$ cat src/rtl/core/quadrature_pid_wheel_sync_assert.svh
// Assertion helpers shared by the wheel sync RTL.
// Both sample on the rising clock and stay quiet while reset is high.
`ifndef QUADRATURE_PID_WHEEL_SYNC_ASSERT_SVH
`define QUADRATURE_PID_WHEEL_SYNC_ASSERT_SVH

// Consequent must hold in the same cycle as the antecedent.
`define QPWS_ASSERT_NOW(label, ante, cons) \
   label: assert property (@(posedge clock) disable iff (reset) (ante) |-> (cons)) \
      else $error("qpws: same-cycle check failed");

// Consequent must hold in the cycle after the antecedent.
`define QPWS_ASSERT_NEXT(label, ante, cons) \
   label: assert property (@(posedge clock) disable iff (reset) (ante) |=> (cons)) \
      else $error("qpws: next-cycle check failed");

`endif

$ cat src/rtl/core/qpws_pkg.sv
package qpws_pkg;

   localparam int COUNT_BITS     = 32;
   localparam int GAIN_FRAC_BITS = 12;
   localparam int GAIN_BITS      = 16;
   localparam int DUTY_BITS      = 10;
   localparam int POS_BITS       = 32;
   localparam int ERR_BITS       = 32;
   localparam int DIFF_BITS      = ERR_BITS + 1;
   localparam int PROD_BITS      = GAIN_BITS + 1 + DIFF_BITS;
   localparam int PID_BITS       = PROD_BITS + 2;
   localparam int CORR_FULL_BITS = PID_BITS - GAIN_FRAC_BITS;
   // Any correction beyond this range already pins both duties to a clamp bound.
   localparam int CORR_BITS      = DUTY_BITS + 2;
   localparam int CALC_BITS      = DUTY_BITS + 4;
   localparam int CSR_INDEX_BITS = 3;

   localparam int REQ_FIELD_BITS = 2 + 2 + 1 + DUTY_BITS;
   localparam int REQ_DATA_BITS  = ((REQ_FIELD_BITS + 7) / 8) * 8;
   localparam int RSP_FIELD_BITS = 2 * DUTY_BITS + 2 + 1 + 2 * POS_BITS;
   localparam int RSP_DATA_BITS  = ((RSP_FIELD_BITS + 7) / 8) * 8;

   localparam logic signed [CORR_BITS-1:0] CORR_HI = {1'b0, {(CORR_BITS-1){1'b1}}};
   localparam logic signed [CORR_BITS-1:0] CORR_LO = {1'b1, {(CORR_BITS-1){1'b0}}};

   localparam logic [GAIN_BITS-1:0] GAIN_P_RESET     = 16'd4915;
   localparam logic [GAIN_BITS-1:0] GAIN_I_RESET     = 16'd33;
   localparam logic [GAIN_BITS-1:0] GAIN_D_RESET     = 16'd0;
   localparam logic [DUTY_BITS-1:0] LEFT_TRIM_RESET  = 10'd200;
   localparam logic [DUTY_BITS-1:0] RIGHT_TRIM_RESET = 10'd0;
   localparam logic [DUTY_BITS-1:0] MIN_DUTY_RESET   = 10'd250;
   localparam logic [DUTY_BITS-1:0] MAX_DUTY_RESET   = 10'd724;

   // Quadrature step, indexed by {previous pins, current pins}.
   localparam logic signed [1:0] QUAD_STEP [16] = '{
      2'sd0,  2'sd1,  -2'sd1, 2'sd0,
      -2'sd1, 2'sd0,  2'sd0,  2'sd1,
      2'sd1,  2'sd0,  2'sd0,  -2'sd1,
      2'sd0,  -2'sd1, 2'sd1,  2'sd0
   };

   typedef enum logic [1:0] {
      ACT_SAMPLE = 2'd0,
      ACT_DRIVE  = 2'd1,
      ACT_CLEAR  = 2'd2,
      ACT_STOP   = 2'd3
   } action_type;

   typedef enum logic [1:0] {
      HEAD_STOP = 2'd0,
      HEAD_FWD  = 2'd1,
      HEAD_BACK = 2'd2
   } heading_type;

   typedef enum logic [CSR_INDEX_BITS-1:0] {
      CSR_GAIN_P     = 3'd0,
      CSR_GAIN_I     = 3'd1,
      CSR_GAIN_D     = 3'd2,
      CSR_LEFT_TRIM  = 3'd3,
      CSR_RIGHT_TRIM = 3'd4,
      CSR_MIN_DUTY   = 3'd5,
      CSR_MAX_DUTY   = 3'd6
   } csr_index_type;

   // Per-item fields that ride along the pipeline.
   typedef struct packed {
      action_type           action;
      logic                 go_back;
      logic [DUTY_BITS-1:0] speed;
      heading_type          heading;
      logic                 reversed;
      logic [POS_BITS-1:0]  left_position;
      logic [POS_BITS-1:0]  right_position;
   } item_tag_type;

   typedef struct packed {
      item_tag_type                tag;
      logic signed [ERR_BITS-1:0]  error;
      logic signed [ERR_BITS-1:0]  error_sum;
      logic signed [DIFF_BITS-1:0] error_diff;
   } track_type;

   typedef struct packed {
      item_tag_type                tag;
      logic signed [PROD_BITS-1:0] p_term;
      logic signed [PROD_BITS-1:0] i_term;
      logic signed [PROD_BITS-1:0] d_term;
   } prod_type;

   typedef struct packed {
      item_tag_type               tag;
      logic signed [PID_BITS-1:0] pid;
   } sum_type;

   typedef struct packed {
      logic prod_load;
      logic sum_load;
   } mult_load_type;

   typedef struct packed {
      logic [DUTY_BITS-1:0] left_duty;
      logic [DUTY_BITS-1:0] right_duty;
      logic [1:0]           motion;
      logic                 reversed;
      logic [POS_BITS-1:0]  left_position;
      logic [POS_BITS-1:0]  right_position;
   } rsp_type;

endpackage

$ cat src/rtl/core/qpws_drive.sv
module qpws_drive import qpws_pkg::*; (
   input  logic                 clock,
   input  logic                 reset,
   input  logic                 load,
   input  sum_type              sum_q,
   input  logic [DUTY_BITS-1:0] left_trim,
   input  logic [DUTY_BITS-1:0] right_trim,
   input  logic [DUTY_BITS-1:0] min_duty,
   input  logic [DUTY_BITS-1:0] max_duty,
   output rsp_type              rsp_q
);

   logic signed [PID_BITS-1:0]       pid_biased;
   logic signed [CORR_FULL_BITS-1:0] corr_full;
   logic signed [CORR_BITS-1:0]      corr_sat;
   logic signed [CALC_BITS-1:0]      corr_ext, corr_dir, speed_s, ltrim_s, rtrim_s;
   logic signed [CALC_BITS-1:0]      left_raw, right_raw;
   logic [DUTY_BITS-1:0]             duty_left_ff, duty_left_in;
   logic [DUTY_BITS-1:0]             duty_right_ff, duty_right_in;
   rsp_type                          rsp_ff;

   // Lower bound first, then upper bound: an inverted pair yields the upper one.
   function automatic logic [DUTY_BITS-1:0] clamp_duty(
      input logic signed [CALC_BITS-1:0] v,
      input logic [DUTY_BITS-1:0]        lo,
      input logic [DUTY_BITS-1:0]        hi
   );
      logic signed [CALC_BITS-1:0] lo_s, hi_s, t;
      lo_s = signed'(CALC_BITS'(lo));
      hi_s = signed'(CALC_BITS'(hi));
      t    = (v < lo_s) ? lo_s : v;
      t    = (t > hi_s) ? hi_s : t;
      return t[DUTY_BITS-1:0];
   endfunction

   always_comb begin
      // Bias negative sums so the shift truncates toward zero.
      pid_biased = sum_q.pid + signed'({{(PID_BITS-GAIN_FRAC_BITS){1'b0}},
                                        {GAIN_FRAC_BITS{sum_q.pid[PID_BITS-1]}}});
      corr_full  = signed'(pid_biased[PID_BITS-1:GAIN_FRAC_BITS]);
      if (corr_full > CORR_FULL_BITS'(CORR_HI)) begin
         corr_sat = CORR_HI;
      end else if (corr_full < CORR_FULL_BITS'(CORR_LO)) begin
         corr_sat = CORR_LO;
      end else begin
         corr_sat = signed'(corr_full[CORR_BITS-1:0]);
      end
      corr_ext  = CALC_BITS'(corr_sat);
      corr_dir  = sum_q.tag.go_back ? -corr_ext : corr_ext;
      speed_s   = signed'(CALC_BITS'(sum_q.tag.speed));
      ltrim_s   = signed'(CALC_BITS'(left_trim));
      rtrim_s   = signed'(CALC_BITS'(right_trim));
      left_raw  = speed_s - corr_dir - ltrim_s;
      right_raw = speed_s + corr_dir - rtrim_s;

      duty_left_in  = duty_left_ff;
      duty_right_in = duty_right_ff;
      case (sum_q.tag.action)
         ACT_DRIVE: begin
            duty_left_in  = clamp_duty(left_raw, min_duty, max_duty);
            duty_right_in = clamp_duty(right_raw, min_duty, max_duty);
         end
         ACT_STOP: begin
            duty_left_in  = '0;
            duty_right_in = '0;
         end
         default: ;
      endcase
   end

   always_ff @(posedge clock) begin
      if (reset) begin
         duty_left_ff  <= '0;
         duty_right_ff <= '0;
      end else if (load) begin
         duty_left_ff  <= duty_left_in;
         duty_right_ff <= duty_right_in;
      end
   end

   always_ff @(posedge clock) begin
      if (load) begin
         rsp_ff.motion         <= sum_q.tag.heading;
         rsp_ff.reversed       <= sum_q.tag.reversed;
         rsp_ff.left_position  <= sum_q.tag.left_position;
         rsp_ff.right_position <= sum_q.tag.right_position;
      end
   end

   always_comb begin
      rsp_q.left_duty      = duty_left_ff;
      rsp_q.right_duty     = duty_right_ff;
      rsp_q.motion         = rsp_ff.motion;
      rsp_q.reversed       = rsp_ff.reversed;
      rsp_q.left_position  = rsp_ff.left_position;
      rsp_q.right_position = rsp_ff.right_position;
   end

endmodule

$ cat config.mk
export PLATFORM = sky130hd
export DESIGN_NAME = qpws_drive
export DESIGN_NICKNAME = d
export VERILOG_FILES = /design/src/rtl/core/quadrature_pid_wheel_sync_assert.svh /design/src/rtl/core/qpws_pkg.sv /design/src/rtl/core/qpws_drive.sv
export SDC_FILE = /design/constraint.sdc
export NUM_CORES = 1
export LEC_CHECK = 0
export BUFFER_PORTS_ARGS = -buffer_cell sky130_fd_sc_hd__buf_2
export CORE_ASPECT_RATIO = 0.5
export CORE_MARGIN = 1
export CORE_UTILIZATION = 40
export CTS_CLUSTER_SIZE = 12
export DETAILED_ROUTE_END_ITERATION = 16
export PLACE_DENSITY = 0.74
export SLEW_MARGIN = 20
export SYNTH_ARGS = -nofsm -noshare
export SYNTH_HDL_FRONTEND = slang
export SYNTH_SLANG_ARGS = --single-unit
$ cat constraint.sdc
create_clock -name clock -period 21.7 [get_ports clock]
set_input_delay 2.17 -clock clock [delete_from_list [all_inputs] [get_ports clock]]
set_output_delay 2.17 -clock clock [all_outputs]
set_load 0.02 [all_outputs]
======== Yosys cells after proc, flatten, opt, wreduce, memory -nomap -nowiden ========
Index checks and enable logic that the tools add are counted.
storage, ports and cells
  flip-flop bits (word level) ............. 87
  output and inout port bits .............. 87
  logic and storage cells ................. 31
cells by class
  add/subtract/negate cells ............... 6
  $lt $le $gt $ge ......................... 6
  equal/unequal tests ..................... 2
  muxes and demuxes ....................... 9
  reductions and logical operators ........ 2
operators by type and width
  cell                                                                     count
  52-bit by 13-bit adder with 52-bit output                                1
  14-bit two-way mux                                                       3
  40-bit by 12-bit > comparator with 1-bit output (second input constant)  1
  40-bit by 12-bit < comparator with 1-bit output (second input constant)  1
  10-bit case mux with 2 select lines                                      2
  14-bit by 11-bit > comparator with 1-bit output                          2
  14-bit by 11-bit < comparator with 1-bit output                          2
  14-bit by 11-bit subtractor with 14-bit output                           2
  12-bit two-way mux                                                       2
  10-bit two-way mux                                                       2
  11-bit by 14-bit adder with 14-bit output                                1
  12-bit negator with 14-bit output                                        1
  11-bit by 14-bit subtractor with 14-bit output                           1
  2-bit by 1-bit equality test with 1-bit output (second input constant)   1
  2-bit equality test (second input constant)                              1
  2-bit AND reduction                                                      1
  2-bit nonzero test                                                       1

======== Depth between registers and ports, before layout ========
Gate-level depths: netlist of run 1.
  depth after elaboration ................. 13
  mapped depth ............................ 56
  mapped depth without buffers ............ 50

======== Least setup slack after synthesis of run 1 ========
OpenSTA, ideal clock, no wires.
  path kind ............................... input-to-reg
  start ................................... input port sum_q[6] (netlist bit)
  end ..................................... register duty_left_ff[8]
  setup time .............................. 0.106 ns
  arrival time ............................ 11.666 ns
  setup slack ............................. 9.928 ns
  stages .................................. 52
  buffers on the path ..................... 6
  cell sequence ........................... ha_1 -> nand3_1 -> a2bb2oi_2 -> o31ai_4 -> a2bb2oi_2 -> buf_2 -> nor2_1 -> mux2_1 -> o31ai_1 -> nand4_1 -> o31a_1 -> clkbuf_1 -> clkbuf_1 -> or2_2 -> inv_1 -> ha_1 -> inv_1 -> o41ai_1 -> (+16 left out) -> ha_1 -> buf_1 -> mux2_2 -> ha_1 -> a21o_1 -> a21oi_1 -> o221ai_1 -> a21oi_1 -> nor2b_1 -> o21ai_0 -> nand2b_1 -> a21oi_1 -> o22ai_1 -> nand2b_1 -> clkbuf_1 -> buf_1 -> nand3_1 -> o311ai_0
on the way
  longest elaborated chain between the ends .. 13
  elaborated cells on any way between the ends .. 14
RTL lines
  element                                           RTL line          text
  start, declared                                   qpws_drive.sv:5   input sum_type sum_q,
  52-bit by 13-bit adder with 52-bit output *       qpws_drive.sv:38  pid_biased = sum_q.pid + signed'({{(PID_BITS-GAIN_FRAC_BITS){1'b0}},
  40-bit by 12-bit < comparator with 1-bit output   qpws_drive.sv:43  end else if (corr_full < CORR_FULL_BITS'(CORR_LO)) begin
  12-bit two-way mux                                qpws_drive.sv:43
  12-bit two-way mux *                              qpws_drive.sv:41  if (corr_full > CORR_FULL_BITS'(CORR_HI)) begin
  12-bit negator with 14-bit output                 qpws_drive.sv:49  corr_dir = sum_q.tag.go_back ? -corr_ext : corr_ext;
  14-bit two-way mux *                              qpws_drive.sv:49
  11-bit by 14-bit subtractor with 14-bit output *  qpws_drive.sv:53  left_raw = speed_s - corr_dir - ltrim_s;
  14-bit by 11-bit subtractor with 14-bit output *  qpws_drive.sv:53
  14-bit by 11-bit < comparator with 1-bit output   qpws_drive.sv:31  t = (v < lo_s) ? lo_s : v;
  14-bit two-way mux *                              qpws_drive.sv:31
  14-bit by 11-bit > comparator with 1-bit output   qpws_drive.sv:32  t = (t > hi_s) ? hi_s : t;
  10-bit two-way mux *                              qpws_drive.sv:32
  10-bit case mux with 2 select lines *             qpws_drive.sv:58  case (sum_q.tag.action)
  end signal, assigned                              qpws_drive.sv:76  duty_left_ff <= duty_left_in;
  end, declared                                     qpws_drive.sv:18  logic [DUTY_BITS-1:0] duty_left_ff, duty_left_in;
Every way passes the cells marked *; elsewhere a longest branch is shown, timed or not.
A chain may end at the register's enable or synchronous reset.

======== Worst setup path in the final report of run 1 ========
  start ................................... input port sum_q[51] (netlist bit)
  end ..................................... register duty_left_ff[0]
The elaborated chain is that of the path after synthesis.

==> results.md, run 1 <==
- Die H: 101 um
- Slowest stage delay, CP: 0.52 ns
- CTS tree: done
- Gr usage total: 23.1%
- Placer Congestion: 0.899
- Register area share after synthesis: 31.0%
- 1st-iter DRT viols: 445
- Main flop type after synthesis: edfxtp_1
- Cell taking the most area after synthesis: edfxtp_1
- # resized after CTS: 0
- Final period util: 59.4%
- Synthesized area per cell: 9.21 um^2
- Starting Density: 41.6%
- Area grow syn2layout: 23.9%
- Final setup violating endpoints: 0
- Clk buf depth: 2
- Status: finished clean
- WP data arrival: 13.12 ns
- Total congestion overflow: 0
- Minimum clock period: 12.89 ns
- Fillers: 1,776
- I/O pins: 262
- First-pass GRT wire length: 36,700 um
- Comb pwr share: 48.5%
- Routed WL per cell: 17.2 um
- Pwr/cell area: 68.5 nW/um^2
- Via count: 7,382
- Pins Over Slew Limit: 0
- Slew margin rel.: 43.5%
- Clock Skews: 0 ns
- H-tree levels: 3
- Synth Warn #: 0
- Clock transition at path regs: 0.07 ns
- Top post-synthesis cells by area: edfxtp_1 26%, ha_1 13%, dfxtp_1 5.1%
- Clock power share: 21.5%
- Seq cells post-synth: 87
- Clock root buffer: clkbuf_16
- Sequential cell fraction of total power: 30.0%
- Post-synth top area share: 25.8%
- Final Hold Fails: 0
- CP Class: in -> reg
- Post-Syn Instances: 846
- Die Footprint: 20,100 um^2
- Core footprint: 18,700 um^2
- Slowest CP cell: o31a_1
- Nets@finish: 1,375
- Crit. End Element: flop
- Drt drc: 0
- Count of TritonRoute iterations in the first routing pass: 5
- Fmax: 77.6 MHz
- CTS Buf Count: 9
- Synth top cells by count: 87 x inv_1, 81 x ha_1, 70 x nand2_1
- Share of cells above drive strength 1: 28.9%
- Most used cell, CP: a21oi_1
- Max-cap violations: 0
- Internal power: 0.000409 W
- Switching Share: 38.1%
- Netlist cell types: 77
- Fin cells: 1,369
- Die Wd: 199 um
- VDD IR max: 0.0337 mV
- Worst-margin pin slew: 0.848 ns
- Hold WC Path Type: reg -> reg
- Syn Nets: 1,122
- Total wire length: 23,500 um
- Most frequent cell after synthesis: inv_1
- Post-synth EDFFs: 67
- Vias in the first global route: 7,226
- Sw Pwr: 0.000252 W
- Largest net degree at the start of global routing: 70
- Pleak: 4.45 nW
- Initial antenna violation count: 7
- CTS Hold Bufs: 0
- Synth Cell Area: 7790 um^2
- TNS Setup: 0 ns
- Worst-Skew Late Latency: 0.33 ns
- Row cnt: 35
- Placed insts: 1,347
- Post-synth ARST share: 0%
- Hpwl dp: 20,000 um
- Vias per cell: 5.39
- Critical Path RT: 21.93 ns
- I/O Buffers: 261
- Crit start category: primary input
- Worst-path maximum fanout: 21
- RSZ-0062 raised after global routing: false
- Post-route ant nets: 0
- Setup bufs post-CTS: 0
- Clk sinks: 87
## power groups by stage
| stage | logic [W] | registers, W | clock network [W] |
|---|---|---|---|
| 2_1_floorplan | 0.000208 | 0.000219 | 0 |
| 3_5_place_dp | 0.000318 | 0.000202 | 0 |
| 4_1_cts | 0.000320 | 0.000198 | 0.000142 |
| 3_3_place_gp | 0.000309 | 0.000202 | 0 |
| 5_1_grt | 0.000360 | 0.000200 | 0.000150 |
| 6_report | 0.000321 | 0.000198 | 0.000142 |
## state kept, by name (all words and copies together), names as in the netlist
register / cells
rsp_q: 67
duty_left_ff: 10
duty_right_ff: 10
## cell usage in the layout, fill, tap and decap left out, drive strengths merged, types with 7 or more instances in the layout
cell type / netlist / layout
buf: 6 / 263
inv: 87 / 89
ha: 81 / 81
nand2: 70 / 70
edfxtp: 67 / 67
nor2: 49 / 49
o21ai: 46 / 46
a21oi: 42 / 42
nand3: 33 / 33
xnor2: 22 / 22
fa: 20 / 20
dfxtp: 20 / 20
a21o: 19 / 19
mux2i: 18 / 18
mux2: 18 / 18
xor2: 17 / 17
nor3: 16 / 16
nand4: 15 / 15
and3: 13 / 13
nand2b: 12 / 12
or3: 10 / 10
o21a: 10 / 10
o22ai: 10 / 10
o311ai: 9 / 9
clkbuf: 15 / 9
a31oi: 8 / 8
nor2b: 8 / 8
or4: 8 / 8
o31ai: 8 / 8
nor4: 8 / 8
and4: 7 / 7
and2: 7 / 7
or2: 7 / 7
## routing by layer
layer,track usage [%],vias up,wire length (um)
li1,-,3636,-
met1,28.8,3443,10000
met2,41.4,283,11600
met3,3.61,20,1530
met4,6.99,0,311
met5,0,-,0
## metrics by stage
step / hold WS (ns) / total power [W] / instance area, um^2 / utilization (%) / setup WS (ns)
floorplan: 0.538 / 0.000427 / 7790 / - / 9.93
global placement: 0.435 / 0.000511 / 9350 / 49.9 / 8.84
detailed placement: 0.442 / 0.000520 / 9360 / 49.9 / 8.57
CTS: 0.459 / 0.000660 / 9640 / 51.4 / 8.89
global route: 0.500 / 0.000710 / 9650 / 51.5 / 7.85
finish: 0.457 / 0.000661 / 9650 / 51.5 / 8.81
## kinds of logic after synthesis
logic type	after synthesis	share of synthesized area, %
compound gates	202	17.9
xor+xnor	39	4.38
fa+ha+maj	101	18.1
buf+inv	108	5.28
flops	87	31.0
mux	36	4.91
simple gates	273	18.4
## final timing paths
path / cells after the start / endpoint / slack (ns) / start
hold reg to reg: 2 / duty_right_ff[9] / 0.46 / duty_right_ff[9]
setup / recovery: 47 / duty_left_ff[0] / 8.81 / sum_q[51]
setup reg to reg: 2 / duty_left_ff[5] / 21.06 / duty_left_ff[5]
hold / removal: 2 / duty_right_ff[9] / 0.46 / duty_right_ff[9]
## worst max-delay path: cells and delay by family
family                   cells  cell delay [ns]
adder cells (fa/ha/maj)      6             2.20
buffers and inverters        5             0.64
multiplexers                 4             1.08
AND/OR/NAND/NOR              9             2.24
AO/OA/AOI/OAI               23             4.73
## final cells by class
type                            count  area, um^2  share of cell area (%)
Sequential cell                    87        2410                    25.0
Antenna cell                        6        15.0                   0.156
Tap cell                          259         324                    3.36
Clock buffer                        9         225                    2.33
Inverter                           87         327                    3.38
Clock inverter                      7        56.3                   0.583
Timing Repair Buffer              263        1320                    13.7
Multi-Input combinational cell    651        4970                    51.5
No activity file was read; power rests on OpenSTA's default activity.
==> run 2, diff against run 1 <==
--- a/config.mk
+++ b/config.mk
@@ -5,13 +5,14 @@
 export SDC_FILE = /design/constraint.sdc
 export NUM_CORES = 1
 export LEC_CHECK = 0
+export ABC_AREA = 1
 export BUFFER_PORTS_ARGS = -buffer_cell sky130_fd_sc_hd__buf_2
 export CORE_ASPECT_RATIO = 0.5
 export CORE_MARGIN = 1
 export CORE_UTILIZATION = 40
 export CTS_CLUSTER_SIZE = 12
 export DETAILED_ROUTE_END_ITERATION = 16
-export PLACE_DENSITY = 0.74
+export PLACE_DENSITY = 0.72
 export SLEW_MARGIN = 20
 export SYNTH_ARGS = -nofsm -noshare
 export SYNTH_HDL_FRONTEND = slang
==> constraint.sdc (replaced) <==
create_clock -name clock -period 13.45 [get_ports clock]
set_input_delay 1.345 -clock clock [delete_from_list [all_inputs] [get_ports clock]]
set_output_delay 1.345 -clock clock [all_outputs]
set_load 0.02 [all_outputs]
==> results.md, run 2 <==
- Total power: 0.00119 W
- Top post-synthesis cells by area: edfxtp_1 23%, nand2_1 15%, ha_1 11%
- Minimum clock period: 10.12 ns
- Routed WL per cell: 14.5 um
- Worst-Skew Late Latency: 0.33 ns
- Pwr/cell area: 110 nW/um^2
- R2R Path End: duty_left_ff[9]
- Sequential cell fraction of total power: 27.0%
- Die Footprint: 22,900 um^2
- FF-to-FF path depth: 2
- Via count: 8,979
- Post-route cell area: 10,800 um^2
- Synth Cell Area: 8910 um^2
- Pins Over Slew Limit: 0
- Total wire length: 26,600 um
- Syn Nets: 1,553
- CTS tree: done
- Crit start category: primary input
- Placed Area: 10,500 um^2
- Slowest CP cell: fa_1
- Initial antenna violation count: 1
- Share of cells above drive strength 1: 22.6%
- 1st-iter DRT viols: 484
- Vias in the first global route: 8,137
- Clock power share: 18.0%
- Final setup violating endpoints: 0
- Switching Share: 43.6%
- Worst-path maximum fanout: 18
- Core footprint: 21,800 um^2
- Synthesized area per cell: 6.98 um^2
- Most common cell after layout, fill and taps aside: nand2_1
- Max reg flops: 67
- Critical Path RT: 13.65 ns
- Most used cell, CP: nand2_1
- Worst Hold Launch: duty_left_ff[4]
- Worst-margin pin slew: 0.826 ns
- Ant. Diodes: 0
- Die H: 108 um
- Placer Congestion: 0.997
- Status: finished clean
- Register area share after synthesis: 27.1%
- Setup bufs post-CTS: 0
- Area grow syn2layout: 20.9%
- Post-synth EDFFs: 67
- Hold Crit Depth: 2
- Netlist cell types: 48
- Main flop type after synthesis: edfxtp_1
- Post-Syn Instances: 1,277
- Final Hold Fails: 0
- Nets@finish: 1,812
- Row cnt: 38
- Drt drc: 0
- Fin cells: 1,840
- Starting Density: 40.9%
- Largest net degree at the start of global routing: 69
- I/O Buffers: 261
- Gr usage total: 22.8%
- Hpwl dp: 22,800 um
- Synth top cells by count: 362 x nand2_1, 227 x inv_1, 112 x nor2_1
- R2R Path Start: duty_left_ff[9]
- Internal power: 0.000672 W
- I/O pins: 262
- R2r setup slk: 12.80 ns
- Clock transition at path regs: 0.06 ns
- Crit. End Element: flop
- Pleak: 5.68 nW
- Placed insts: 1,825
- Post-synth top area share: 22.6%
- VDD IR max: 0.0827 mV
- Count of TritonRoute iterations in the first routing pass: 5
- Cell taking the most area after synthesis: edfxtp_1
- CP Class: in -> reg
- Seq cells post-synth: 87
- First-pass GRT wire length: 40,700 um
- Final period util: 75.3%
- Clk sinks: 87
- Clock Skews: 0 ns
- CTS Hold Bufs: 0
- TNS Setup: 0 ns
- WP data arrival: 10.32 ns
- Post-route ant nets: 0
- Clk buf depth: 2
- Commonest non-fill, non-tap cells in the layout: 362 x nand2_1, 261 x buf_2, 227 x inv_1, 112 x nor2_1, 81 x ha_1
- Final hold slack: 0.460 ns
- CTS Buf Count: 9
- Clock root buffer: clkbuf_16
- Slowest stage delay, CP: 0.49 ns
- Sw Pwr: 0.000519 W
- Setup crit start: sum_q[51]
- Hold WC Path Type: reg -> reg
- Comb pwr share: 55.0%
- Synth Warn #: 0
- Post-synth ARST share: 0%
- Most frequent cell after synthesis: nand2_1
- Hold Crit Endpoint: duty_left_ff[4]
- Max-cap violations: 0
- RSZ-0062 raised after global routing: false
- Fmax: 98.8 MHz
- Slew margin rel.: 44.9%
- Die Wd: 213 um
- H-tree levels: 3
- Total congestion overflow: 0
- Vias per cell: 4.88
- # resized after CTS: 0
[run 2: changes by cell type after synthesis, sizes merged, moves of 16 or more]
| cell | before | now |
|---|---|---|
| nor2 | 49 | 139 |
| inv | 87 | 235 |
| mux2i | 18 | 0 |
| nand3 | 33 | 71 |
| o211ai | 0 | 22 |
| mux2 | 18 | 0 |
| a21o | 19 | 3 |
| nand2 | 70 | 392 |
| a21oi | 42 | 64 |
[run 2: worst max path at each step]
| stage | endpoint | slack (ns) | cells after the start |
|---|---|---|---|
| floorplan | duty_right_ff[8] | 4.52 | 59 |
| global placement | duty_right_ff[7] | 3.06 | 56 |
| detailed placement | duty_right_ff[8] | 3.00 | 53 |
| CTS | duty_right_ff[7] | 3.32 | 53 |
| global route | duty_right_ff[3] | 2.22 | 56 |
| finish | duty_right_ff[8] | 3.33 | 53 |
[run 2: layer usage]
metal | routed length [um] | GRT usage, % | vias to the layer above | share of wire [%]
met4 | 403 | 5.86 | 2 | 1.5
li1 | - | - | 4624 | -
met3 | 1770 | 3.09 | 34 | 6.7
met2 | 13100 | 42.4 | 292 | 49
met1 | 11300 | 27.6 | 4027 | 42
met5 | 13 | 0 | - | 0.049
[run 2: kinds of logic (layout without fill, tap and decap cells)]
group | count (synthesis) | in the layout | synth area share [%]
adder cells (fa/ha/maj) | 101 | 101 | 15.9
XOR/XNOR | 35 | 35 | 3.44
AND/OR/NAND/NOR | 654 | 654 | 32.8
buffers and inverters | 251 | 514 | 10.9
AO/OA/AOI/OAI | 149 | 149 | 9.87
flip-flops | 87 | 87 | 27.1
[run 2: layout make-up]
type / instances / area, um^2
Clock buffer: 9 / 225
Multi-Input combinational cell: 939 / 5530
Clock inverter: 6 / 28.8
Sequential cell: 87 / 2410
Timing Repair Buffer: 263 / 1320
Inverter: 236 / 886
Tap cell: 300 / 375
Fill cell: 2238 / 11000
[run 2: critical path: cells and delay by family]
kind            cells  cell delay, ns
simple gates       25            2.55
fa+ha+maj           7            2.41
compound gates     13            2.38
buf+inv             6            1.05
xor+xnor            2            0.55
[run 2: power groups by stage]
stage	clock network (W)	registers (W)	logic [W]
floorplan	0	0.000357	0.000442
global placement	0	0.000326	0.000640
detailed placement	0	0.000327	0.000648
CTS	0.000217	0.000322	0.000651
global route	0.000227	0.000324	0.000742
finish	0.000214	0.000322	0.000655
[run 2: metrics by stage]
stage	util [%]	setup slack, ns
global placement	48.3	3.06
detailed placement	48.3	3.00
global route	49.5	2.22
floorplan	-	4.52
CTS	49.5	3.32
finish	49.5	3.33
