<file path="src/rtl/core/quadrature_pid_wheel_sync_assert.svh">
// Assertion helpers shared by the wheel sync RTL.
// Both sample on the rising clock and stay quiet while reset is high.
`ifndef QUADRATURE_PID_WHEEL_SYNC_ASSERT_SVH
`define QUADRATURE_PID_WHEEL_SYNC_ASSERT_SVH

// Consequent must hold in the same cycle as the antecedent.
`define QPWS_ASSERT_NOW(label, ante, cons) \
   label: assert property (@(posedge clock) disable iff (reset) (ante) |-> (cons)) \
      else $error("qpws: same-cycle check failed");

// Consequent must hold in the cycle after the antecedent.
`define QPWS_ASSERT_NEXT(label, ante, cons) \
   label: assert property (@(posedge clock) disable iff (reset) (ante) |=> (cons)) \
      else $error("qpws: next-cycle check failed");

`endif

</file>
<file path="src/rtl/core/qpws_pkg.sv">
package qpws_pkg;

   localparam int COUNT_BITS     = 32;
   localparam int GAIN_FRAC_BITS = 12;
   localparam int GAIN_BITS      = 16;
   localparam int DUTY_BITS      = 10;
   localparam int POS_BITS       = 32;
   localparam int ERR_BITS       = 32;
   localparam int DIFF_BITS      = ERR_BITS + 1;
   localparam int PROD_BITS      = GAIN_BITS + 1 + DIFF_BITS;
   localparam int PID_BITS       = PROD_BITS + 2;
   localparam int CORR_FULL_BITS = PID_BITS - GAIN_FRAC_BITS;
   // Any correction beyond this range already pins both duties to a clamp bound.
   localparam int CORR_BITS      = DUTY_BITS + 2;
   localparam int CALC_BITS      = DUTY_BITS + 4;
   localparam int CSR_INDEX_BITS = 3;

   localparam int REQ_FIELD_BITS = 2 + 2 + 1 + DUTY_BITS;
   localparam int REQ_DATA_BITS  = ((REQ_FIELD_BITS + 7) / 8) * 8;
   localparam int RSP_FIELD_BITS = 2 * DUTY_BITS + 2 + 1 + 2 * POS_BITS;
   localparam int RSP_DATA_BITS  = ((RSP_FIELD_BITS + 7) / 8) * 8;

   localparam logic signed [CORR_BITS-1:0] CORR_HI = {1'b0, {(CORR_BITS-1){1'b1}}};
   localparam logic signed [CORR_BITS-1:0] CORR_LO = {1'b1, {(CORR_BITS-1){1'b0}}};

   localparam logic [GAIN_BITS-1:0] GAIN_P_RESET     = 16'd4915;
   localparam logic [GAIN_BITS-1:0] GAIN_I_RESET     = 16'd33;
   localparam logic [GAIN_BITS-1:0] GAIN_D_RESET     = 16'd0;
   localparam logic [DUTY_BITS-1:0] LEFT_TRIM_RESET  = 10'd200;
   localparam logic [DUTY_BITS-1:0] RIGHT_TRIM_RESET = 10'd0;
   localparam logic [DUTY_BITS-1:0] MIN_DUTY_RESET   = 10'd250;
   localparam logic [DUTY_BITS-1:0] MAX_DUTY_RESET   = 10'd724;

   // Quadrature step, indexed by {previous pins, current pins}.
   localparam logic signed [1:0] QUAD_STEP [16] = '{
      2'sd0,  2'sd1,  -2'sd1, 2'sd0,
      -2'sd1, 2'sd0,  2'sd0,  2'sd1,
      2'sd1,  2'sd0,  2'sd0,  -2'sd1,
      2'sd0,  -2'sd1, 2'sd1,  2'sd0
   };

   typedef enum logic [1:0] {
      ACT_SAMPLE = 2'd0,
      ACT_DRIVE  = 2'd1,
      ACT_CLEAR  = 2'd2,
      ACT_STOP   = 2'd3
   } action_type;

   typedef enum logic [1:0] {
      HEAD_STOP = 2'd0,
      HEAD_FWD  = 2'd1,
      HEAD_BACK = 2'd2
   } heading_type;

   typedef enum logic [CSR_INDEX_BITS-1:0] {
      CSR_GAIN_P     = 3'd0,
      CSR_GAIN_I     = 3'd1,
      CSR_GAIN_D     = 3'd2,
      CSR_LEFT_TRIM  = 3'd3,
      CSR_RIGHT_TRIM = 3'd4,
      CSR_MIN_DUTY   = 3'd5,
      CSR_MAX_DUTY   = 3'd6
   } csr_index_type;

   // Per-item fields that ride along the pipeline.
   typedef struct packed {
      action_type           action;
      logic                 go_back;
      logic [DUTY_BITS-1:0] speed;
      heading_type          heading;
      logic                 reversed;
      logic [POS_BITS-1:0]  left_position;
      logic [POS_BITS-1:0]  right_position;
   } item_tag_type;

   typedef struct packed {
      item_tag_type                tag;
      logic signed [ERR_BITS-1:0]  error;
      logic signed [ERR_BITS-1:0]  error_sum;
      logic signed [DIFF_BITS-1:0] error_diff;
   } track_type;

   typedef struct packed {
      item_tag_type                tag;
      logic signed [PROD_BITS-1:0] p_term;
      logic signed [PROD_BITS-1:0] i_term;
      logic signed [PROD_BITS-1:0] d_term;
   } prod_type;

   typedef struct packed {
      item_tag_type               tag;
      logic signed [PID_BITS-1:0] pid;
   } sum_type;

   typedef struct packed {
      logic prod_load;
      logic sum_load;
   } mult_load_type;

   typedef struct packed {
      logic [DUTY_BITS-1:0] left_duty;
      logic [DUTY_BITS-1:0] right_duty;
      logic [1:0]           motion;
      logic                 reversed;
      logic [POS_BITS-1:0]  left_position;
      logic [POS_BITS-1:0]  right_position;
   } rsp_type;

endpackage

</file>
<file path="src/rtl/core/qpws_track.sv">
module qpws_track import qpws_pkg::*; (
   input  logic                 clock,
   input  logic                 reset,
   input  logic                 load,
   input  action_type           action,
   input  logic [1:0]           left_pins,
   input  logic [1:0]           right_pins,
   input  logic                 go_back,
   input  logic [DUTY_BITS-1:0] speed,
   output track_type            trk_q
);

   logic [COUNT_BITS-1:0]        left_count_ff, left_count_in;
   logic [COUNT_BITS-1:0]        right_count_ff, right_count_in;
   logic [1:0]                   left_prev_ff, left_prev_in;
   logic [1:0]                   right_prev_ff, right_prev_in;
   logic signed [ERR_BITS-1:0]   error_sum_ff, error_sum_in;
   logic signed [ERR_BITS-1:0]   last_error_ff, last_error_in;
   heading_type                  heading_ff, heading_in, want;
   logic                         reversed;
   logic signed [1:0]            left_step, right_step;
   logic signed [COUNT_BITS-1:0] left_cur_s, right_cur_s, left_next_s, right_next_s;
   logic signed [ERR_BITS-1:0]   error, sum_base, last_base;
   track_type                    trk_ff, trk_in;

   always_comb begin
      left_step   = QUAD_STEP[{left_prev_ff, left_pins}];
      right_step  = QUAD_STEP[{right_prev_ff, right_pins}];
      want        = go_back ? HEAD_BACK : HEAD_FWD;
      reversed    = (action == ACT_DRIVE) && (heading_ff != HEAD_STOP) && (heading_ff != want);
      left_cur_s  = signed'(left_count_ff);
      right_cur_s = signed'(right_count_ff);
      // Error, wrapped to 32 bits, from the signed counts.
      error       = ERR_BITS'(left_cur_s) - ERR_BITS'(right_cur_s);
      // A reversal drops the PID history before this update uses it.
      sum_base    = reversed ? '0 : error_sum_ff;
      last_base   = reversed ? '0 : last_error_ff;

      left_count_in  = left_count_ff;
      right_count_in = right_count_ff;
      left_prev_in   = left_prev_ff;
      right_prev_in  = right_prev_ff;
      error_sum_in   = error_sum_ff;
      last_error_in  = last_error_ff;
      heading_in     = heading_ff;

      unique case (action)
         ACT_SAMPLE: begin
            left_count_in  = left_count_ff + COUNT_BITS'(left_step);
            right_count_in = right_count_ff + COUNT_BITS'(right_step);
            left_prev_in   = left_pins;
            right_prev_in  = right_pins;
         end
         ACT_DRIVE: begin
            error_sum_in  = sum_base + error;
            last_error_in = error;
            heading_in    = want;
         end
         ACT_CLEAR: begin
            left_count_in  = '0;
            right_count_in = '0;
            left_prev_in   = '0;
            right_prev_in  = '0;
         end
         ACT_STOP: begin
            heading_in = HEAD_STOP;
         end
         default: ;
      endcase

      left_next_s  = signed'(left_count_in);
      right_next_s = signed'(right_count_in);

      trk_in.tag.action         = action;
      trk_in.tag.go_back        = go_back;
      trk_in.tag.speed          = speed;
      trk_in.tag.heading        = heading_in;
      trk_in.tag.reversed       = reversed;
      trk_in.tag.left_position  = POS_BITS'(left_next_s);
      trk_in.tag.right_position = POS_BITS'(right_next_s);
      trk_in.error              = error;
      trk_in.error_sum          = sum_base + error;
      trk_in.error_diff         = DIFF_BITS'(error) - DIFF_BITS'(last_base);
   end

   always_ff @(posedge clock) begin
      if (reset) begin
         left_count_ff  <= '0;
         right_count_ff <= '0;
         left_prev_ff   <= '0;
         right_prev_ff  <= '0;
         error_sum_ff   <= '0;
         last_error_ff  <= '0;
         heading_ff     <= HEAD_STOP;
      end else if (load) begin
         left_count_ff  <= left_count_in;
         right_count_ff <= right_count_in;
         left_prev_ff   <= left_prev_in;
         right_prev_ff  <= right_prev_in;
         error_sum_ff   <= error_sum_in;
         last_error_ff  <= last_error_in;
         heading_ff     <= heading_in;
      end
   end

   always_ff @(posedge clock) begin
      if (load) begin
         trk_ff <= trk_in;
      end
   end

   assign trk_q = trk_ff;

endmodule

</file>
<file path="config.mk">
export PLATFORM = sky130hd
export DESIGN_NAME = qpws_track
export DESIGN_NICKNAME = d
export VERILOG_FILES = /design/src/rtl/core/quadrature_pid_wheel_sync_assert.svh /design/src/rtl/core/qpws_pkg.sv /design/src/rtl/core/qpws_track.sv
export SDC_FILE = /design/constraint.sdc
export NUM_CORES = 1
export LEC_CHECK = 0
export BUFFER_PORTS_ARGS = -buffer_cell sky130_fd_sc_hd__buf_2
export CAP_MARGIN = 20
export CORE_MARGIN = 2
export CORE_UTILIZATION = 59
export DETAILED_ROUTE_END_ITERATION = 16
export PLACE_DENSITY_LB_ADDON = 0.08
export SKIP_CTS_REPAIR_TIMING = 1
export SKIP_LAST_GASP = 1
export SLEW_MARGIN = 0
export SYNTH_ARGS = -nofsm -noshare
export SYNTH_HDL_FRONTEND = slang
export SYNTH_SLANG_ARGS = --single-unit
export TNS_END_PERCENT = 5
</file>
<file path="constraint.sdc">
create_clock -name clock -period 6.16 [get_ports clock]
set_clock_uncertainty 0.15 [all_clocks]
set_input_delay 0.308 -clock clock [delete_from_list [all_inputs] [get_ports clock]]
set_output_delay 0.308 -clock clock [all_outputs]
set_load 0.02 [all_outputs]
</file>
Word-level counts from Yosys, hierarchy flattened

Memories as Yosys holds them, arrays and structs flattened.
Index checks and enable logic that the tools add are counted.

Add/subtract/negate cells: 5
$lt $le $gt $ge: 2
Equality and inequality tests: 4
Mux-type cells: 12
Bitwise gates (word level): 2
Reduce and logical (&&, ||, !) cells: 7

Operator list:

| kind                 | number |
|---|---|
| $pmux W32 S2         | 2 |
| $add A32 B32 Y32     | 3 |
| $mux W32             | 2 |
| $sub A32 B32 Y33     | 1 |
| $sub A32 B32 Y32     | 1 |
| $pmux W2 S2          | 3 |
| $ge A5 B5 Y1 const B | 2 |
| $mux W2              | 5 |
| $not A4 Y5           | 2 |
| $eq A2 B2 Y1 const B | 2 |
| $reduce_and A2 Y1    | 2 |
| $reduce_bool A2 Y1   | 2 |
| $eq A2 B1 Y1 const B | 1 |
| $logic_and A1 B1 Y1  | 2 |
| $logic_not A2 Y1     | 1 |
| $ne A2 B2 Y1         | 1 |

Register bits after elaboration: 311
ROM bits: 64
Memories kept: 2

Memory list:

| name             | words | width | read ports | clocked after Yosys merged registers in | wr ports | RTL line         | text |
|---|---|---|---|---|---|---|---|
| (name not given) | 16    | 2     | 1          | 0                                       | 0        | qpws_track.sv:28 | `right_step = QUAD_STEP[{right_prev_ff, right_pins}];` |
| (name not given) | 16    | 2     | 1          | 0                                       | 0        | qpws_track.sv:27 | `left_step = QUAD_STEP[{left_prev_ff, left_pins}];` |

Longest topological paths before layout

Gate-level depths: netlist (run 1).

Depth after elaboration: 6
Depth in mapped cells: 23

Worst setup path after synthesis (run 1)

Ideal clock, no wire load.

Path type: register -> register
From: reg right_count_ff[1]
To: reg trk_ff, in the netlist trk_q[28], data pin
Library setup time: 271 ps
Arrival: 4179 ps
Required time: 5739 ps
Setup slack: 1561 ps
Cell stages (with the launch flop): 22
Path through: dfxtp_1 inv_1 ha_1 nor2b_1 o2111ai_1 a31o_2 o221ai_4 nand3_1 nand2_1 xor2_1 ha_1 a21o_1 a21o_1 a21oi_1 o21ai_0 a311oi_1 nor3b_1 mux2i_1 a21oi_1 a21o_1 a211oi_1 nor3_1

RTL lines:

| what                   | RTL line          | text |
|---|---|---|
| from (decl)            | qpws_track.sv:14  | `logic [COUNT_BITS-1:0] right_count_ff, right_count_in;` |
| from (signal assigned) | qpws_track.sv:97  | `right_count_ff <= right_count_in;` |
| to (signal assigned)   | qpws_track.sv:108 | `trk_ff <= trk_in;` |
| to (decl)              | qpws_track.sv:24  | `track_type trk_ff, trk_in;` |

==> reports/metrics.csv, run 1 <==
stage,metric,value,unit
run_status,status,"complete, no violations",
grt,overall routing resource usage,26.52,%
yosys,largest cells by area after synthesis,"edfxtp_1, dfxtp_1, ha_1",
cts,CTS Buf Count,34,
yosys,"flops & latches, synth",311,
yosys,syn nets,2168,
route,top sig layer,met4,
yosys,Mapped Cells,1979,
cts,Sink Count,311,
route,Met1 Wirelength,21040,um
pwr,Comb pwr share,36.7,%
sta,tightest hold margin,61.48,ps
grt,vias in the first global route,14510,
yosys,Post-Syn Area,0.01899,sq mm
cts,Root Driver,clkbuf_16,
die,die height,183.4,um
placement,number of I/O port buffers,196,
final_layout,"commonest cells after routing, fill and taps aside","nand2_1, buf_2, a21oi_1",
hold_path,hold wc startpoint,action[1],
sta,Final setup viols,0,
die,Initial Util,60.02,%
yosys,Synth top area share,27.99,%
worst_setup_path,Reg-to-Reg Start,right_count_ff[0],
yosys,post-synthesis average cell area,9.594,sq um
hold_path,Hold Crit Class,in -> reg,
placement,placed instance count,2518,
placement,Post-Place Cell Area,0.02031,sq mm
route,number of remaining DRC errors,0,
worst_setup_path,FF-to-FF End,trk_q[28],
route,drt first pass iters,5,
hold_path,WHS Path Cells,4,
die,CORE AREA,0.03164,sq mm
worst_setup_path,Critical Path AT,5560,ps
worst_setup_path,Critical Path Source Type,flip-flop,
worst_setup_path,CP Data Required Time,6260,ps
pwr,PD cells,342.2,mW/mm^2
cts,CTS tree,built,
grt,total gr overflow,0,
grt,global-route wire length before repair,72470,um
final_layout,antenna cells,0,
worst_setup_path,Critical Path Sink Type,flip-flop,
worst_setup_path,Setup CP Type,reg -> reg,
yosys,Yosys top cell by area,edfxtp_1,
grt,initial antenna violation count,0,
yosys,count of cell types in the netlist,85,
die,Die X,183.4,um
cts,H-tree Lvls,2,
yosys,"FFs w/ async S/R, synth",0,%
sta,TNS Setup,0,ps
pwr,Leak,9.409,nW
route,routed vias,15410,
pwr,switching share of power,35.83,%
route,Met3 Routed Length,2487,um
die,Die ar.,0.03363,sq mm
route,wire length on met2,21180,um
pwr,sequential share of power,36.8,%
final_layout,final instance area,0.02149,sq mm
yosys,"EDFF count, synth",177,
yosys,ys flop type,edfxtp_1,
route,remaining antenna violation count,0,
route,routed wire length,45750,um
yosys,Syn. warnings,0,
run,Max Cap Viol,0,
pwr,Max rail drop VDD,0.0001945,V
sta,slew margin rel.,26.54,%
sta,worst slew pin tran,1101,ps
pwr,clock share of power,26.5,%
hold_path,hold endpoint,heading_ff[1],
route,Iter 0 DRT Violations,1053,
sta,RSZ-0062 raised after global routing,no,
worst_setup_path,Reg2Reg Depth,19,
cts,worst skew pair latency,510,ps
worst_setup_path,crit-path max FO,5,
sta,final count of hold timing violations,0,
final_layout,Area Overhead vs Synth,13.21,%
pwr,P_sw,2.635,mW
cts,clock-pin slew on the worst setup and hold paths,60,ps
worst_setup_path,reg2reg setup slack,700,ps
final_layout,NumNets Final,2352,
sta,period utilization,88.69,%
route,Vias/cell,5.948,
yosys,sequential area share after synthesis,42.12,%
final_layout,"commonest non-fill, non-tap cell in the layout",nand2_1,
final_layout,share of layout cells above drive strength 1,14.30,%
sta,Final Max Slew Viols,0,
pwr,internal power,4.720,mW
route,routed len/inst,17.66,um
cts,clk buf depth,3,
placement,Post-DP HPWL,32260,um
sta,Max Fclk,0.1830,GHz
sta,Tmin final,5463,ps
grt,largest net degree at the start of global routing,77,
placement,GPL Wtd Cong,0.9461,
die,I/O pin count,197,
die,row cnt,65,
final_layout,Post-Layout Cell Count,2591,
[worst max-delay path: stages (launching register included)]
cell and delay (ps):
dfxtp_1 390, ha_1 220, inv_1 70, fa_1 410, a21oi_1 230, o221ai_2 170, o21ai_1 340, o31ai_1 190
xor2_1 450, ha_1 380, a21o_1 180, a21oi_1 180, o21ai_0 110, a311oi_1 540, nor3b_1 120, mux2i_1 350
a21oi_1 170, a21o_1 210, a211oi_1 260, nor3_1 90
[cell usage after synthesis (all sizes together), types with 14 or more instances]
master	n
nor2	142
nand4	14
a31oi	20
o21a	14
nand2b	22
o31ai	20
nand3	21
dfxtp	134
a22o	73
a21o	90
o21bai	21
xnor2	102
and2	37
ha	164
and3	18
clkbuf	66
nand2	228
o21ai	65
nor2b	18
inv	93
nor3	32
xor2	46
edfxtp	177
a21oi	192
a22oi	26
[kinds of logic after synthesis]
logic type      count (synthesis)  synth area share (%)
buf+inv                       169                 3.466
mux                            10                0.6853
simple gates                  570                 13.79
xor+xnor                      148                 6.827
fa+ha+maj                     169                 11.33
compound gates                602                 21.78
flops                         311                 42.12
[how the worst max path moves through the flow]
stage	startpoint	endpoint	depth (start not counted)	slack, ps
after floorplan	right_count_ff[1]	trk_q[28]	21	1560
after global placement	left_count_ff[0]	trk_q[64]	23	990
after detailed placement	right_count_ff[0]	trk_q[28]	19	760
after CTS	right_count_ff[0]	trk_q[28]	19	770
after global routing	right_count_ff[1]	trk_q[28]	21	300
final	right_count_ff[0]	trk_q[28]	19	700
[area by class of cell]
class                   count  area (sq um)
fillers                  2492         10140
flip-flops and latches    311          7998
clock buffers              45         975.9
repair buffers            224          1227
well taps                 402         503.0
multi-input cells        1499         10350
clock inverters            17         93.84
inverters                  93         349.1
[per-stage QoR]
stage / power, mW / utilization, % / setup slack, ps
after CTS: 7.356 / 67.59 / 774.5
after global placement: 5.335 / 64.21 / 985.4
after detailed placement: 5.401 / 64.21 / 762.5
after global routing: 7.737 / 67.94 / 298.0
after floorplan: 4.663 / - / 1561
final: 7.355 / 67.94 / 697.0
[state kept, by name, indices dropped and copies added, names as in the netlist]
| register | flops |
|---|---|
| left_count_ff | 32 |
| heading_ff | 2 |
| right_prev_ff | 2 |
| left_prev_ff | 2 |
| error_sum_ff | 32 |
| right_count_ff | 32 |
| last_error_ff | 32 |
| trk_q | 177 |
[layer usage]
metal | vias to the layer above | track usage [%]
met5 | - | 0
met4 | 0 | 7.616
met3 | 80 | 3.276
met2 | 480 | 43.52
met1 | 7258 | 37.01
li1 | 7593 | -
[power by group through the flow]
stage	Combinational, mW	Sequential [mW]	Clock (mW)
floorplan	1.60	3.07	0
global placement	2.59	2.74	0
detailed placement	2.65	2.75	0
CTS	2.66	2.71	1.99
global route	2.95	2.73	2.06
finish	2.70	2.70	1.95
(Power assumes the default switching activity.)
==> run 2, diff against run 1 <==
- ABC_CLOCK_PERIOD_IN_PS: default -> 6160
- BUFFER_PORTS_ARGS: -buffer_cell sky130_fd_sc_hd__buf_2 -> -buffer_cell sky130_fd_sc_hd__clkbuf_2
- CELL_PAD_IN_SITES_DETAIL_PLACEMENT: default -> 1
- CELL_PAD_IN_SITES_GLOBAL_PLACEMENT: default -> 2
- CORE_UTILIZATION: 59 -> 38
==> reports/metrics.csv, run 2 (same netlist as run 1, synthesis figures left out) <==
stage,metric,value,unit
sta,TNS Setup,0,ps
worst_setup_path,Critical Path Source Type,flip-flop,
placement,pre-CTS WS,524.0,ps
sta,RSZ-0062 raised after global routing,no,
route,drt first pass iters,5,
sta,final count of hold timing violations,0,
sta,Final Max Slew Viols,0,
die,row cnt,81,
pwr,PD cells,356.1,mW/mm^2
worst_setup_path,Critical Path AT,5810,ps
cts,clk buf depth,3,
route,routed wire length,56260,um
grt,largest net degree at the start of global routing,74,
route,remaining antenna violation count,0,
sta,period utilization,91.86,%
run_status,status,"complete, no violations",
grt,overall routing resource usage,21.65,%
sta,min setup slack post-route,501.5,ps
worst_setup_path,Critical path buffers and inverters,1,
die,CORE AREA,0.04915,sq mm
route,number of remaining DRC errors,0,
pwr,Leak,9.569,nW
grt,global-route wire length before repair,87640,um
final_layout,share of layout cells above drive strength 1,15.19,%
sta,Final setup viols,0,
grt,vias in the first global route,15730,
cts,H-tree Lvls,2,
sta,slew margin rel.,25.55,%
worst_setup_path,worst-path cell chain,inv_1 -> ha_1 -> nor2b_1 -> o2111ai_1 -> a31o_2 -> o221ai_4 -> nand3_1 -> nand2_1 -> xor2_1 -> ha_1 -> a21o_1 -> a21o_1 -> a21oi_1 -> o21ai_0 -> a311oi_1 -> nor3b_1 -> mux2i_1 -> a211oi_1 -> o31a_1 -> nor2_1 -> xnor2_1,
pwr,Max rail drop VDD,0.0001809,V
placement,GPL Wtd Cong,0.8956,
worst_setup_path,Critical Path Sink Type,flip-flop,
worst_setup_path,CP Data Required Time,6310,ps
final_layout,NumNets Final,2364,
sta,Max Fclk,0.1767,GHz
run,Max Cap Viol,0,
worst_setup_path,crit path max-delay cell type,a311oi_1,
route,Iter 0 DRT Violations,736,
cts,CTS Buf Count,40,
sta,worst slew pin tran,1089,ps
die,Initial Util,38.63,%
worst_setup_path,Setup CP Type,reg -> reg,
worst_setup_path,crit-path max FO,7,
cts,Sink Count,311,
worst_setup_path,CP max stage delay,580,ps
route,Vias/cell,5.408,
sta,tightest hold margin,62.58,ps
final_layout,Area Overhead vs Synth,16.47,%
grt,total gr overflow,0,
cts,CTS tree,built,
cts,Root Driver,clkbuf_16,
placement,Post-DP HPWL,40960,um
route,routed len/inst,19.61,um
die,Die ar.,0.05177,sq mm
final_layout,antenna cells,0,
placement,number of I/O port buffers,196,
cts,worst skew pair latency,560,ps
sta,Tmin final,5658,ps
final_layout,"commonest non-fill, non-tap cell in the layout",nand2_1,
cts,clock-pin slew on the worst setup and hold paths,60,ps
die,Die X,227.5,um
grt,initial antenna violation count,1,
final_layout,Largest register FFs,177,
die,I/O pin count,197,
die,die height,227.5,um
worst_setup_path,Worst path top cell family by delay,compound AO/OA/AOI/OAI gates,
final_layout,fin util,44.99,%
worst_setup_path,reg2reg setup slack,500,ps
final_layout,"commonest cells after routing, fill and taps aside","nand2_1, clkbuf_2, a21oi_1",
route,routed vias,15520,
hold_path,Hold Crit Class,in -> reg,
==> run 2: layer usage <==
layer	vias up	part of all wire (%)	GRT usage [%]
met4	0	2.2	5.714
met2	243	46	35.04
met3	68	3.0	2.736
met1	7589	49	30.49
li1	7615	-	-
met5	-	0	0
==> run 2: stage by stage <==
stage / total power, mW / area, sq um / instances
CTS: 7.974 / 22000 / 2858
detailed placement: 5.582 / 20690 / 2786
global route: 8.331 / 22120 / 2869
floorplan: 4.663 / 18990 / 1979
finish: 7.876 / 22120 / 2869
global placement: 5.516 / 20690 / 2786
==> run 2: worst paths after layout <==
path / start / to / cells past startpoint
max: right_count_ff[1] / trk_q[30] / 21
min: left_pins[1] / left_prev_ff[1] / 5
max reg2reg: right_count_ff[1] / trk_q[30] / 21
min reg2reg: error_sum_ff[18] / error_sum_ff[18] / 2
==> run 2: area by class of cell <==
type / instances / area (sq um)
repair buffers: 230 / 1275
inverters: 93 / 349.1
fillers: 5585 / 27040
well taps: 664 / 830.8
flip-flops and latches: 311 / 7998
clock buffers: 48 / 1082
clock inverters: 24 / 232.7
multi-input cells: 1499 / 10350
==> run 2: power by group <==
| part | internal [mW] | switching (mW) | leakage [nW] | total, mW |
|---|---|---|---|---|
| sequential | 2.62 | 0.120 | 2.86 | 2.74 |
| clock | 1.39 | 0.954 | 0.637 | 2.34 |
| combinational | 0.997 | 1.80 | 6.07 | 2.80 |
==> run 2: worst min-delay path, cell delays in order <==
cell and delay [ps]:
clkbuf_2 110, inv_1 100, nor3_1 60, a21oi_1 110
nor2_1 50
==> run 3, diff against run 2 <==
- ABC_AREA: default -> 1
- CORE_UTILIZATION: 38 -> 36
==> reports/metrics.csv, run 3 <==
stage,metric,value,unit
pwr,PD cells,359.5,mW/mm^2
route,routed wire length,69080,um
cts,H-tree Lvls,2,
yosys,syn nets,2693,
cts,Root Driver,clkbuf_16,
yosys,"FFs w/ async S/R, synth",0,%
worst_setup_path,Worst path top cell family by delay,compound AO/OA/AOI/OAI gates,
sta,worst slew pin tran,987.1,ps
sta,Final Max Slew Viols,0,
run,Max Cap Viol,0,
route,number of remaining DRC errors,0,
sta,Max Fclk,0.2014,GHz
sta,Tmin final,4964,ps
pwr,P_sw,3.294,mW
worst_setup_path,worst-path cell chain,ha_1 -> inv_1 -> fa_1 -> a21oi_1 -> o21bai_1 -> a21oi_1 -> o21ai_0 -> xor2_1 -> ha_1 -> nand2_1 -> nor2_1 -> nand4_1 -> o21ai_0 -> nand2_1 -> a31oi_1 -> a21oi_1 -> xor2_1 -> inv_1,
die,Die X,239.3,um
worst_setup_path,cell mode on critical path,a21oi_1,
route,Iter 0 DRT Violations,839,
sta,period utilization,80.59,%
worst_setup_path,Setup CP Type,reg -> reg,
yosys,Synth top area share,26.67,%
yosys,Post-Syn Area,0.01993,sq mm
cts,worst skew pair latency,570,ps
cts,CTS tree,built,
yosys,most frequent cells after synthesis,"nand2_1, inv_1, a21oi_1",
final_layout,Filler cells,6705,
cts,clock-pin slew on the worst setup and hold paths,60,ps
worst_setup_path,CP Data Required Time,6330,ps
worst_setup_path,Critical Path Sink Type,flip-flop,
yosys,ys flop type,edfxtp_1,
pwr,internal power,5.054,mW
die,Die ar.,0.05726,sq mm
yosys,Syn. warnings,0,
run_status,status,"complete, no violations",
pwr,switching share of power,39.45,%
pwr,sequential share of power,33.2,%
sta,RSZ-0062 raised after global routing,no,
cts,Sink Count,311,
pwr,Max rail drop VDD,0.0001786,V
pwr,Leak,10.66,nW
route,drt first pass iters,4,
route,routed vias,18040,
die,CORE AREA,0.05488,sq mm
final_layout,Largest register FFs,177,
final_layout,"commonest non-fill, non-tap cell in the layout",nand2_1,
placement,Post-Place Cell Area,0.02176,sq mm
grt,initial antenna violation count,0,
yosys,Mapped Cells,2504,
route,routed len/inst,20.05,um
sta,min setup slack post-route,1196,ps
cts,clk buf depth,3,
pwr,clock share of power,28.2,%
grt,total gr overflow,0,
die,row cnt,86,
yosys,count of cell types in the netlist,56,
yosys,post-synthesis average cell area,7.959,sq um
placement,GPL Wtd Cong,0.8852,
yosys,"EDFF count, synth",177,
pwr,Comb pwr share,38.7,%
grt,vias in the first global route,18720,
worst_setup_path,crit path max-delay cell type,fa_1,
yosys,"flops & latches, synth",311,
sta,slew margin rel.,34.19,%
route,Vias/cell,5.235,
grt,overall routing resource usage,24.13,%
final_layout,NumNets Final,2899,
yosys,largest cells by area after synthesis,"edfxtp_1, dfxtp_1, ha_1",
route,remaining antenna violation count,0,
sta,Final setup viols,0,
final_layout,share of layout cells above drive strength 1,12.40,%
placement,number of I/O port buffers,196,
placement,pre-CTS WS,1196,ps
die,die height,239.3,um
worst_setup_path,CP max stage delay,450,ps
hold_path,Hold Crit Class,in -> reg,
final_layout,Area Overhead vs Synth,16.52,%
worst_setup_path,Critical Path Source Type,flip-flop,
yosys,Yosys top cell by area,edfxtp_1,
placement,Post-DP HPWL,53200,um
grt,largest net degree at the start of global routing,138,
grt,global-route wire length before repair,107000,um
sta,TNS Setup,0,ps
yosys,most frequent cell after synthesis,nand2_1,
sta,final count of hold timing violations,0,
die,I/O pin count,197,
final_layout,final instance area,0.02322,sq mm
final_layout,"commonest cells after routing, fill and taps aside","nand2_1, inv_1, a21oi_1",
yosys,sequential area share after synthesis,40.13,%
worst_setup_path,crit-path max FO,5,
cts,CTS Buf Count,39,
worst_setup_path,Critical Path AT,5140,ps
die,Initial Util,36.32,%
final_layout,antenna cells,0,
worst_setup_path,Critical path buffers and inverters,2,
==> run 3: cell types whose count changed after synthesis, sizes merged, moves of 25 or more <==
cell / change
a21o: -70
a21oi: +112
a22o: -72
a22oi: -26
and2: -36
inv: +213
nand2: +322
nand3: +66
nor2: +31
o21ai: +132
o21bai: +34
xnor2: -77
xor2: +25
==> run 3: cells by family (layout without fill, tap and decap cells) <==
logic type	Yosys count	in the layout	share of synthesized area, %
compound gates	645	645	18.17
xor+xnor	97	97	4.432
fa+ha+maj	169	169	10.80
buf+inv	379	616	7.245
flops	311	311	40.13
simple gates	903	903	19.22
==> run 3: worst paths after layout <==
path | slack, ps | from | end | cells past startpoint
setup reg to reg | 1200 | right_count_ff[0] | trk_q[63] | 18
hold / removal | 50 | load | trk_q[107] | 1
hold reg to reg | 310 | error_sum_ff[0] | error_sum_ff[0] | 2
setup / recovery | 1200 | right_count_ff[0] | trk_q[63] | 18
==> run 3: stage by stage <==
stage / instances / utilization (%) / power, mW / hold WS [ps]
after floorplan: 2504 / - / 4.906 / 256.9
after global placement: 3355 / 39.55 / 6.003 / 293.7
after detailed placement: 3357 / 39.65 / 6.045 / 300.5
after CTS: 3429 / 42.02 / 8.459 / -273.9
after global routing: 3445 / 42.32 / 8.872 / 58.99
final: 3445 / 42.32 / 8.348 / 46.48
==> run 3: area by class of cell <==
cell class	count	area, sq um	area share (%)
clock buffers	48	1051	4.526
clock inverters	24	251.5	1.083
inverters	309	1164	5.011
multi-input cells	1814	10500	45.21
flip-flops and latches	311	7998	34.44
well taps	704	880.8	3.793
repair buffers	235	1379	5.937
==> run 3: routing by layer <==
| metal | GRT usage (%) | wire length [um] |
|---|---|---|
| met3 | 2.420 | 1846 |
| met1 | 31.08 | 31830 |
| met2 | 42.99 | 33940 |
| met5 | 0 | 0 |
| met4 | 6.345 | 1464 |
==> run 3: power by group through the flow <==
stage / logic [mW] / registers, mW / clock network, mW
after CTS: 3.24 / 2.78 / 2.44
after floorplan: 1.79 / 3.12 / 0
after global placement: 3.20 / 2.81 / 0
final: 3.23 / 2.77 / 2.35
after global routing: 3.57 / 2.80 / 2.51
after detailed placement: 3.23 / 2.82 / 0
